File: config.mk
export PLATFORM = sky130hd
export DESIGN_NAME = hfmf_ram
export DESIGN_NICKNAME = d
export VERILOG_FILES = /design/src/hdl/hfmf_ram.sv
export SDC_FILE = /design/constraint.sdc
export NUM_CORES = 2
export LEC_CHECK = 0
export BUFFER_PORTS_ARGS = -buffer_cell sky130_fd_sc_hd__buf_4
export CORE_ASPECT_RATIO = 2
export CORE_MARGIN = 4
export CORE_UTILIZATION = 55
export DETAILED_ROUTE_END_ITERATION = 10
export GPL_TIMING_DRIVEN = 1
export PLACE_DENSITY_LB_ADDON = 0.08
export SYNTH_ARGS = -nofsm -noshare
export SYNTH_HDL_FRONTEND = slang
export SYNTH_SLANG_ARGS = --single-unit
File: constraint.sdc
create_clock -name clk -period 4.6 [get_ports clk]
set_input_delay 0.23 -clock clk [delete_from_list [all_inputs] [get_ports clk]]
set_output_delay 0.23 -clock clk [all_outputs]
set_load 0.03 [all_outputs]
File: src/hdl/hfmf_ram.sv
// generic single write port ram with registered read
`timescale 1ns / 1ps

module hfmf_ram #(
    parameter int WIDTH = 8,
    parameter int DEPTH = 512
) (
    input  logic                     clk,
    input  logic                     we,
    input  logic [$clog2(DEPTH)-1:0] waddr,
    input  logic [WIDTH-1:0]         wdata,
    input  logic                     re,
    input  logic [$clog2(DEPTH)-1:0] raddr,
    output logic [WIDTH-1:0]         rdata
);

    logic [WIDTH-1:0] mem [DEPTH];
    logic [WIDTH-1:0] rdata_reg;

    always_ff @(posedge clk)
    begin
        if (we)
        begin
            mem[waddr] <= wdata;
        end
        if (re)
        begin
            rdata_reg <= mem[raddr];
        end
    end

    assign rdata = rdata_reg;

endmodule

==> qor.yml <==
grt:
  grt_usage_pct: 29.37
  grt_pass1_vias: 83813
  use_met1_pct: 33.01
  antenna_found_initial: 12
  grt_util_met2_pct: 53.94
  grt.busiest_layer: "met2"
  grt_max_degree: 166
  grt_pass1_wl_um: 622800
  grt_overflow: 0
  use_met3_pct: 3.578
sta:
  tightest_slew_ns: 1.571
  worst_slack_ns: 0.9050
  setup_tns_ns: 0
  drv_slew: 2
  min_period_ns: 3.695
  finalClockSkew_ns: 0.03621
  whs_ns: 0.1291
  finalCritPeriodShare_pct: 80.33
  slew-limit-headroom_pct: -5.825
  max_freq_mhz: 270.6
  final-setup-viol-count: 0
  rsz0062_at_grt: "false"
  hold_viol: 0
layout:
  multi_input_comb_area_sq_mm: 0.03404
  drive_above_1_share_pct: 19.53
  nNetsFinal: 8400
  n_fill_cell: 20264
  largest_reg_flops: 4096
  seq_area_sq_mm: 0.1232
  final_util_pct: 61.54
  area_delta_synth_final_pct: 11.18
clocking:
  cts.reportedPaths.clkPinSlew_ns: 0.07
  root_buffer: "clkbuf_16"
  cts_buffers: 347
  cts_setup_buffers: 0
  cts_tree: "built"
  insertion_delay_ns: 0.91
  cts_buffer_depth: 4
  cts.sinks: 4104
  htreeDepth: 5
route:
  drt_iter0_markers: 8209
  wirelength_um: 439700
  viasPerCell: 6.525
  firstDrtPassIters: 9
  routedWlPerCell_um: 35.33
  route.detailed.drc: 0
  ant_nets: 0
  route.vias.total: 81213
yosys:
  synth_flop_cell: "edfxtp_1"
  netlist_area_sq_mm: 0.1600
  synthSimpleGateAreaFrac_pct: 2.630
  synth_top_family_by_area: "multiplexers"
  yosysSeqAreaShare_pct: 77.02
  yosys_register_bits: 4104
  synth.avg_cell_area_sq_um: 19.93
  syn_nets: 8059
  synth_compound_area_share_pct: 4.311
  synth_cells: 8030
  synth-xor-area-share_pct: 0
  synthMuxAreaShare_pct: 14.19
  synth_cell_types: 50
  synth_edf_count: 4104
  ys_warn_count: 0
  synthArstFlopShare_pct: 0
  synth_adder_area_share_pct: 0
worst_setup_path:
  worstPathCellList: "buf_6 -> or2_4 -> buf_12 -> buf_4 -> o221ai_1 -> a21oi_1 -> o21ai_0 -> nand4_1 -> o21ai_0 -> buf_4 -> o2111a_1"
  worst_setup_path_end_kind: "flip-flop"
  worstPathArrival_ns: 4.36
  crit_family: "compound AO/OA/AOI/OAI gates"
  max_stage_delay_ns: 0.69
  critical_path_required_ns: 5.27
  cp_slowest_cell: "or2_4"
  path_class: "in2reg"
  cp_max_fo: 45
  path_buf_inv: 4
  startpoint_type: "input port"
pwr:
  power.switching_w: 0.01605
  cell_internal_pwr_w: 0.05812
  ir_drop_v: 0.0004488
  swShare_pct: 21.64
  pwr_density_cell_mw_per_mm2: 416.9
  power.share.clock_pct: 39.2
  p_leak_nw: 56.51
  p_comb_share_pct: 5.2
  seqPwrFrac_pct: 55.5
die:
  core.rowCount: 279
  die_area_sq_mm: 0.3001
  ioPinCount: 37
  die_h_um: 770.8
  fp.dieW_um: 389.4
  coreArea_sq_mm: 0.2890
  initial_core_util_pct: 55.36
run_status:
  violations: "max-capacitance violations, max-slew violations"
  status: "complete, but fails checks"
placed_design:
  dp_hpwl_um: 285700
  portBuffers: 36
  routabilityCongestion: 0.9334
  post-place-ws_ns: 0.1349
hold_path:
  min_path_type: "in2reg"
job:
  max_cap_violations: 1
## synthesized netlist by cell type (2+ instances only)
cell type  count  area, sq um
o41ai_1        7        61.31
a2111oi_0      3        26.28
nor2b_1        6        37.54
inv_1          2        7.510
a22oi_1       61        457.9
buf_12         5        100.1
nand2_1      111        416.7
nor3b_1        8        60.06
a211o_1        2        17.52
and3b_1        4        35.03
clkbuf_1     265        994.7
o22ai_1      163         1020
a22o_1         5        43.79
or2_2          4        25.02
nand2b_1       4        25.02
o211ai_1       2        15.01
a21oi_1      194        970.9
mux2i_1      797         7978
and2_1        20        125.1
nor3_1       109        545.5
buf_2         57        285.3
o21ai_0      118        590.6
nand3_1       36        180.2
o22a_1         3        26.28
buf_1         41        153.9
nor2_1       597         2241
o311ai_0       5        43.79
buf_6         64        720.7
nor4_1        36        225.2
or3_1          6        37.54
buf_4         70        525.5
a31oi_1        2        12.51
edfxtp_1    4104       123200
buf_8         11        165.2
o221ai_1     371         3249
nand4_1       32        200.2
o2111a_1       8        90.09
and3_1         4        25.02
o31ai_1       13        97.59
a211oi_1      17        127.6
mux4_2       654        14730
## cells by family (layout without fill, tap and decap cells)
logic type	count (synthesis)	in the layout
AO/OA/AOI/OAI	979	979
buffers and inverters	516	1134
AND/OR/NAND/NOR	980	980
flip-flops	4104	4104
multiplexers	1451	1451
other	0	6
## layer usage
metal	vias to the layer above	part of all wire [%]
met3	949	5.5
met1	42942	33
met4	2	6.8
li1	34040	-
met5	-	0.0030
met2	3280	54
## power by group through the flow
stage	combinational (W)	sequential (W)	clock, W
global placement	0.00384	0.0420	0
detailed placement	0.00390	0.0420	0
floorplan	0.00196	0.0420	0
CTS	0.00391	0.0412	0.0295
finish	0.00389	0.0412	0.0291
global route	0.00405	0.0412	0.0310
## layout make-up
type / count / area share (%)
diodes: 6 / 0.008440
clock buffers: 404 / 5.037
clock inverters: 222 / 1.131
inverters: 3 / 0.01055
multi-input cells: 3410 / 19.13
flip-flops and latches: 4104 / 69.28
well taps: 3793 / 2.668
repair buffers: 505 / 2.734
## worst paths after layout
| check | start | slack, ns | cells past startpoint | endpoint |
|---|---|---|---|---|
| max | raddr[2] | 0.91 | 11 | rdata[6] |
| min | waddr[2] | 0.13 | 4 | mem[408][6] |
| max reg2reg | mem[89][6] | 1.19 | 8 | rdata[6] |
| min reg2reg | mem[296][7] | 1.25 | 6 | rdata[7] |
## layout by cell type (no fill, tap or decap), types with 12 or more instances in the layout
cell type	n
o31ai_1	13
and2_1	19
mux2i_1	797
o22ai_1	163
clkbuf_1	54
nor2_1	595
a211oi_1	17
a21oi_1	194
buf_12	76
clkinvlp_4	21
o21ai_0	118
nand2_4	12
clkinv_2	67
clkinv_1	76
bufinv_16	29
clkbuf_16	350
nand2_1	96
a22oi_1	61
buf_4	406
o221ai_1	371
mux4_2	654
nand3_1	32
edfxtp_1	4104
nor3_1	108
nor4_1	30
nand4_1	32
## what timing repair did
action / CTS / global route
hold endpoints to repair: 490 / 0
endpoints found under the setup margin: 0 / 0
gates resized for setup: 0 / 0
hold buffers: 10 / 0
## worst register-to-register path, cell delays in order (launching register included)
cell	delay [ns]
edfxtp_1	0.34
mux2i_1	0.08
o221ai_1	0.54
a21oi_1	0.12
o21ai_0	0.66
nand4_1	0.40
o21ai_0	0.70
buf_4	0.27
o2111a_1	0.19
## metrics by stage
step / area (sq um) / instances / total power (W)
2_1_floorplan: 160000 / 8030 / 0.04398
3_5_place_dp: 166800 / 11805 / 0.04590
4_1_cts: 177900 / 12441 / 0.07458
5_1_grt: 177900 / 12442 / 0.07620
3_3_place_gp: 166800 / 11804 / 0.04584
6_report: 177900 / 12447 / 0.07417
Note: power is estimated with default switching activity, not from simulation.
