<file path="config.mk">
export PLATFORM = sky130hd
export DESIGN_NAME = hfmf_vote
export DESIGN_NICKNAME = d
export VERILOG_FILES = /design/src/hdl/hfmf_pkg.sv /design/src/hdl/hfmf_vote.sv
export SDC_FILE = /design/constraint.sdc
export NUM_CORES = 1
export LEC_CHECK = 0
export BUFFER_PORTS_ARGS = -buffer_cell sky130_fd_sc_hd__buf_2
export CORE_MARGIN = 5
export CORE_UTILIZATION = 60
export DETAILED_ROUTE_END_ITERATION = 8
export GPL_ROUTABILITY_DRIVEN = 0
export PLACE_DENSITY = 0.78
export SYNTH_ARGS = -nofsm -noshare
export SYNTH_HDL_FRONTEND = slang
export SYNTH_SLANG_ARGS = --single-unit
</file>
<file path="constraint.sdc">
create_clock -name clk -period 22.6 [get_ports clk]
set_clock_uncertainty 0.15 [all_clocks]
set_input_delay 4.52 -clock clk [delete_from_list [all_inputs] [get_ports clk]]
set_output_delay 4.52 -clock clk [all_outputs]
set_load 0.02 [all_outputs]
</file>
<file path="src/hdl/hfmf_pkg.sv">
// shared constants and types for the hole fill mode filter
`timescale 1ns / 1ps

package hfmf_pkg;

    localparam int DEFAULT_MAX_WIDTH  = 512;
    localparam int DEFAULT_COLOR_BITS = 4;
    localparam int MAX_HEIGHT         = 512;
    localparam int COORD_BITS         = 9;

    // configuration port
    localparam int CFG_DATA_BITS  = 10;
    localparam int CFG_INDEX_BITS = 2;
    localparam int MIN_VOTES_BITS = 4;

    localparam logic [CFG_INDEX_BITS-1:0] CFG_FRAME_WIDTH  = 2'd0;
    localparam logic [CFG_INDEX_BITS-1:0] CFG_FRAME_HEIGHT = 2'd1;
    localparam logic [CFG_INDEX_BITS-1:0] CFG_MIN_VOTES    = 2'd2;

    localparam logic [CFG_DATA_BITS-1:0]  RESET_FRAME_WIDTH  = 10'd320;
    localparam logic [CFG_DATA_BITS-1:0]  RESET_FRAME_HEIGHT = 10'd224;
    localparam logic [MIN_VOTES_BITS-1:0] RESET_MIN_VOTES    = 4'd5;

    // 3x3 window, row-major, top-left first
    localparam int WIN_SIZE   = 9;
    localparam int NBR_COUNT  = 8;
    localparam int CENTER_POS = 4;
    localparam int SIDE_POS   = 5;
    localparam int NEW_POS    = 8;
    localparam int VOTE_BITS  = 4;

    localparam int MAX_RESULTS = 3;
    localparam int SLOT_BITS   = 2;

    typedef struct packed {
        logic [COORD_BITS-1:0] x;
        logic [COORD_BITS-1:0] y;
        logic                  lag;
        logic                  row_gt0;
        logic                  border;
        logic                  row_end;
        logic                  last_row;
    } item_info_t;

    typedef struct packed {
        logic [COORD_BITS-1:0] x;
        logic [COORD_BITS-1:0] y;
        logic                  done;
    } out_pos_t;

endpackage

</file>
<file path="src/hdl/hfmf_vote.sv">
// two step neighbor vote: per-color running counts, then winner select
`timescale 1ns / 1ps

module hfmf_vote #(
    parameter int COLOR_BITS = hfmf_pkg::DEFAULT_COLOR_BITS
) (
    input  logic                                   clk,
    input  logic                                   en,
    input  logic [hfmf_pkg::WIN_SIZE-1:0][COLOR_BITS-1:0] window,
    input  logic                                   border,
    input  logic [hfmf_pkg::MIN_VOTES_BITS-1:0]    min_votes,
    output logic [COLOR_BITS-1:0]                  fill_color
);

    import hfmf_pkg::*;

    logic [NBR_COUNT-1:0][COLOR_BITS-1:0] nb;
    logic [NBR_COUNT-1:0][VOTE_BITS-1:0]  cnt_next;
    logic [VOTE_BITS-1:0]                 total_next;

    logic [NBR_COUNT-1:0][COLOR_BITS-1:0] nb_reg;
    logic [NBR_COUNT-1:0][VOTE_BITS-1:0]  cnt_reg;
    logic [VOTE_BITS-1:0]                 total_reg;
    logic [COLOR_BITS-1:0]                center_reg;
    logic                                 border_reg;

    logic [VOTE_BITS-1:0]  best_cnt;
    logic [COLOR_BITS-1:0] winner;
    logic                  fill;

    // count of each neighbor's color up to and including its own scan position
    always_comb
    begin
        for (int k = 0; k < NBR_COUNT; k++)
        begin
            nb[k] = window[(k < CENTER_POS) ? k : k + 1];
        end
        total_next = '0;
        for (int k = 0; k < NBR_COUNT; k++)
        begin
            cnt_next[k] = '0;
            if (nb[k] != '0)
            begin
                cnt_next[k] = VOTE_BITS'(1);
                for (int i = 0; i < k; i++)
                begin
                    if (nb[i] == nb[k])
                    begin
                        cnt_next[k] = cnt_next[k] + VOTE_BITS'(1);
                    end
                end
                total_next = total_next + VOTE_BITS'(1);
            end
        end
    end

    always_ff @(posedge clk)
    begin
        if (en)
        begin
            nb_reg     <= nb;
            cnt_reg    <= cnt_next;
            total_reg  <= total_next;
            center_reg <= window[CENTER_POS];
            border_reg <= border;
        end
    end

    // the color first reaching the top count wins a tie
    always_comb
    begin
        best_cnt = '0;
        for (int k = 0; k < NBR_COUNT; k++)
        begin
            if (cnt_reg[k] > best_cnt)
            begin
                best_cnt = cnt_reg[k];
            end
        end
        winner = '0;
        for (int k = NBR_COUNT - 1; k >= 0; k--)
        begin
            if (best_cnt != '0 && cnt_reg[k] == best_cnt)
            begin
                winner = nb_reg[k];
            end
        end
        fill = (total_reg != '0) && (total_reg >= min_votes);
        if (border_reg || center_reg != '0)
        begin
            fill_color = center_reg;
        end
        else if (fill)
        begin
            fill_color = winner;
        end
        else
        begin
            fill_color = '0;
        end
    end

endmodule

</file>
==> impl_metrics.toml <==
[die]
start_util_pct = 61.39
die_w_um = 115.3
ios = 47
die-height_um = 115.3
core_um2 = 10840
die-area_um2 = 13300
rows = 38

[logic_synthesis]
synth-seq-cells = 65
synth_area_leaders = "edfxtp_1 (29%), xnor2_1 (16%), ha_1 (9.2%), xor2_1 (5.7%), nor2_1 (3.0%)"
avgSynthCellArea_um2 = 9.205
netlist_instances = 723
syn_nets = 819
synth_top_area_cell = "edfxtp_1"
ys.flop_type = "edfxtp_1"
synthArstFlopShare_pct = 0
synth_top_cell_area_share_pct = 29.33
yosysUniqueCellTypes = 71
synth_area_um2 = 6655
seq_area_frac_synth_pct = 29.33
synth_edf_count = 65
yosys_warnings = 0

[pwr]
power.leakage_nw = 2.762
p_seq_share_pct = 27.4
swShare_pct = 43.75
ir_drop_uv = 72.91
power_switching_w = 0.0002645
p_int_w = 0.0003401
p_per_area_nw_per_um2 = 84.94
clkPwrFrac_pct = 17.0
p_comb_share_pct = 55.6

[worst_setup_path]
worstPathArrival_ns = 11.64
setup.worst_path.start_class = "flip-flop"
path_max_fanout = 10
critPathMostFrequentCell = "ha_1"
max_stage_delay_ns = 0.59
crit_required_ns = 17.93
slowest_stage = "or3_1"
crit_type = "flip-flop to output port"
worstSetupEndpointType = "output port"

[timing]
period_needed_ns = 16.31
setup_viol = 0
slew_violations = 0
max_freq_mhz = 61.30
tightest_slew_ns = 1.054
whs_ns = 4.185
grt_setup_unrepaired = "false"
tns_ns = 0
hold_violations = 0
max-slew-margin-rel_pct = 29.07
fin_crit_sh_pct = 72.18

[route]
dr.pass1.iters = 6
drcViolationCount = 0
viasPerCell = 6.328
wl_per_cell_um = 20.16
vias = 5588
ant_nets = 0
wl_um = 17800
drt_iter0_markers = 529

[placement]
dp_cells = 867
dpl_cell_area_um2 = 6912
io_buffers = 46
dp_hpwl_um = 13420

[clock_tree]
clkTransAtPathRegs_ns = 0.09
post_cts_resized = 0
clk_path_buf_depth = 2
numCtsBuffers = 9
ctsHoldBuffers = 0
cts-root-buf = "clkbuf_8"
htree_levels = 3
tritoncts = "yes"
postCtsSetupBuffers = 0
cts_sinks = 65

[global_routing]
grt_max_degree = 66
grt_usage_pct = 27.92
overflow = 0
grt_pass1_vias = 5629
grt_antenna_before_repair = 1
grt_pass1_wl_um = 28820

[cells_and_area]
num-fill-cells = 865
syn_to_final_growth_pct = 6.956
largest_register_ffs = 32
layout_common_cells = "xnor2_1 (124), edfxtp_1 (65), nor2_1 (53)"
fin_area_um2 = 7118
nets = 834
mostFrequentLayoutCell = "xnor2_1"
fin_cells = 883
drive_above_1_share_pct = 12.25
diodes = 0

[status]
status = "finished clean"

[hold_path]
hp-class = "input pin to flip-flop"

[job]
maxCapViolations = 0
cells in the mapped netlist (11+ instances only):
master and instances:
nor3_1 12, nand3_1 11, a21oi_1 22, nor4_1 20, xor2_1 43, nand4_1 22, xnor2_1 124, clkbuf_1 38
ha_1 49, nor2_1 53, edfxtp_1 65, o21ai_0 16, nand2_1 33, inv_1 52
path summary, 6_finish.rpt:
kind / from / to / cells after the start
worst max-delay path: cnt_reg[4] / fill_color[0] / 43
worst min-delay path: window[17] / center_reg[1] / 1
cells by family after synthesis:
family | share of synthesized area (%)
xor gates and xnor gates | 21.98
AOI/OAI and AO/OA | 14.89
adders and majority gates | 10.42
muxes | 2.425
buffers and inverters | 5.734
DFF | 29.33
other | 0.05635
and+or+nand+nor | 15.17
metrics by stage:
| step | util (%) | power [W] | setup WS [ns] |
|---|---|---|---|
| 2_1_floorplan | - | 0.0004223 | 7.680 |
| 3_3_place_gp | 63.76 | 0.0004830 | 7.319 |
| 3_5_place_dp | 63.76 | 0.0004982 | 6.792 |
| 4_1_cts | 65.60 | 0.0006007 | 6.368 |
| 5_1_grt | 65.66 | 0.0006467 | 5.360 |
| 6_report | 65.66 | 0.0006046 | 6.288 |
power groups by stage:
stage	Sequential, W	Clock, W	Combinational (W)
global placement	0.000168	0	0.000315
CTS	0.000165	0.000103	0.000332
global route	0.000167	0.000109	0.000370
detailed placement	0.000168	0	0.000330
finish	0.000166	0.000103	0.000336
floorplan	0.000158	0	0.000265
cell type report:
class                   count  area, um^2  share of cell area (%)
clock inverters             7       76.32                   1.072
well taps                 140       175.2                   2.461
flip-flops and latches     65        1952                   27.42
repair buffers             51       267.8                   3.762
clock buffers               9       123.9                   1.740
multi-input cells         559        4328                   60.80
inverters                  52       195.2                   2.742
worst max-delay path, delay by kind of cell, from the launching register on:
family,cells,cell delay (ns)
AND/OR/NAND/NOR,11,2.88
multiplexers,3,1.10
AO/OA/AOI/OAI,16,4.22
flip-flops,1,0.46
adder cells (fa/ha/maj),7,2.02
buffers and inverters,6,0.59
metal layers:
metal  global-route usage, %  vias to the layer above  share of wire, %
li1                        -                     2616                 -
met1                   35.46                     2629                39
met2                   45.99                      274                48
met3                   4.421                       67               8.6
met4                   14.40                        2               4.7
met5                       0                        -             0.073
Power figures use the tool's default switching activity.
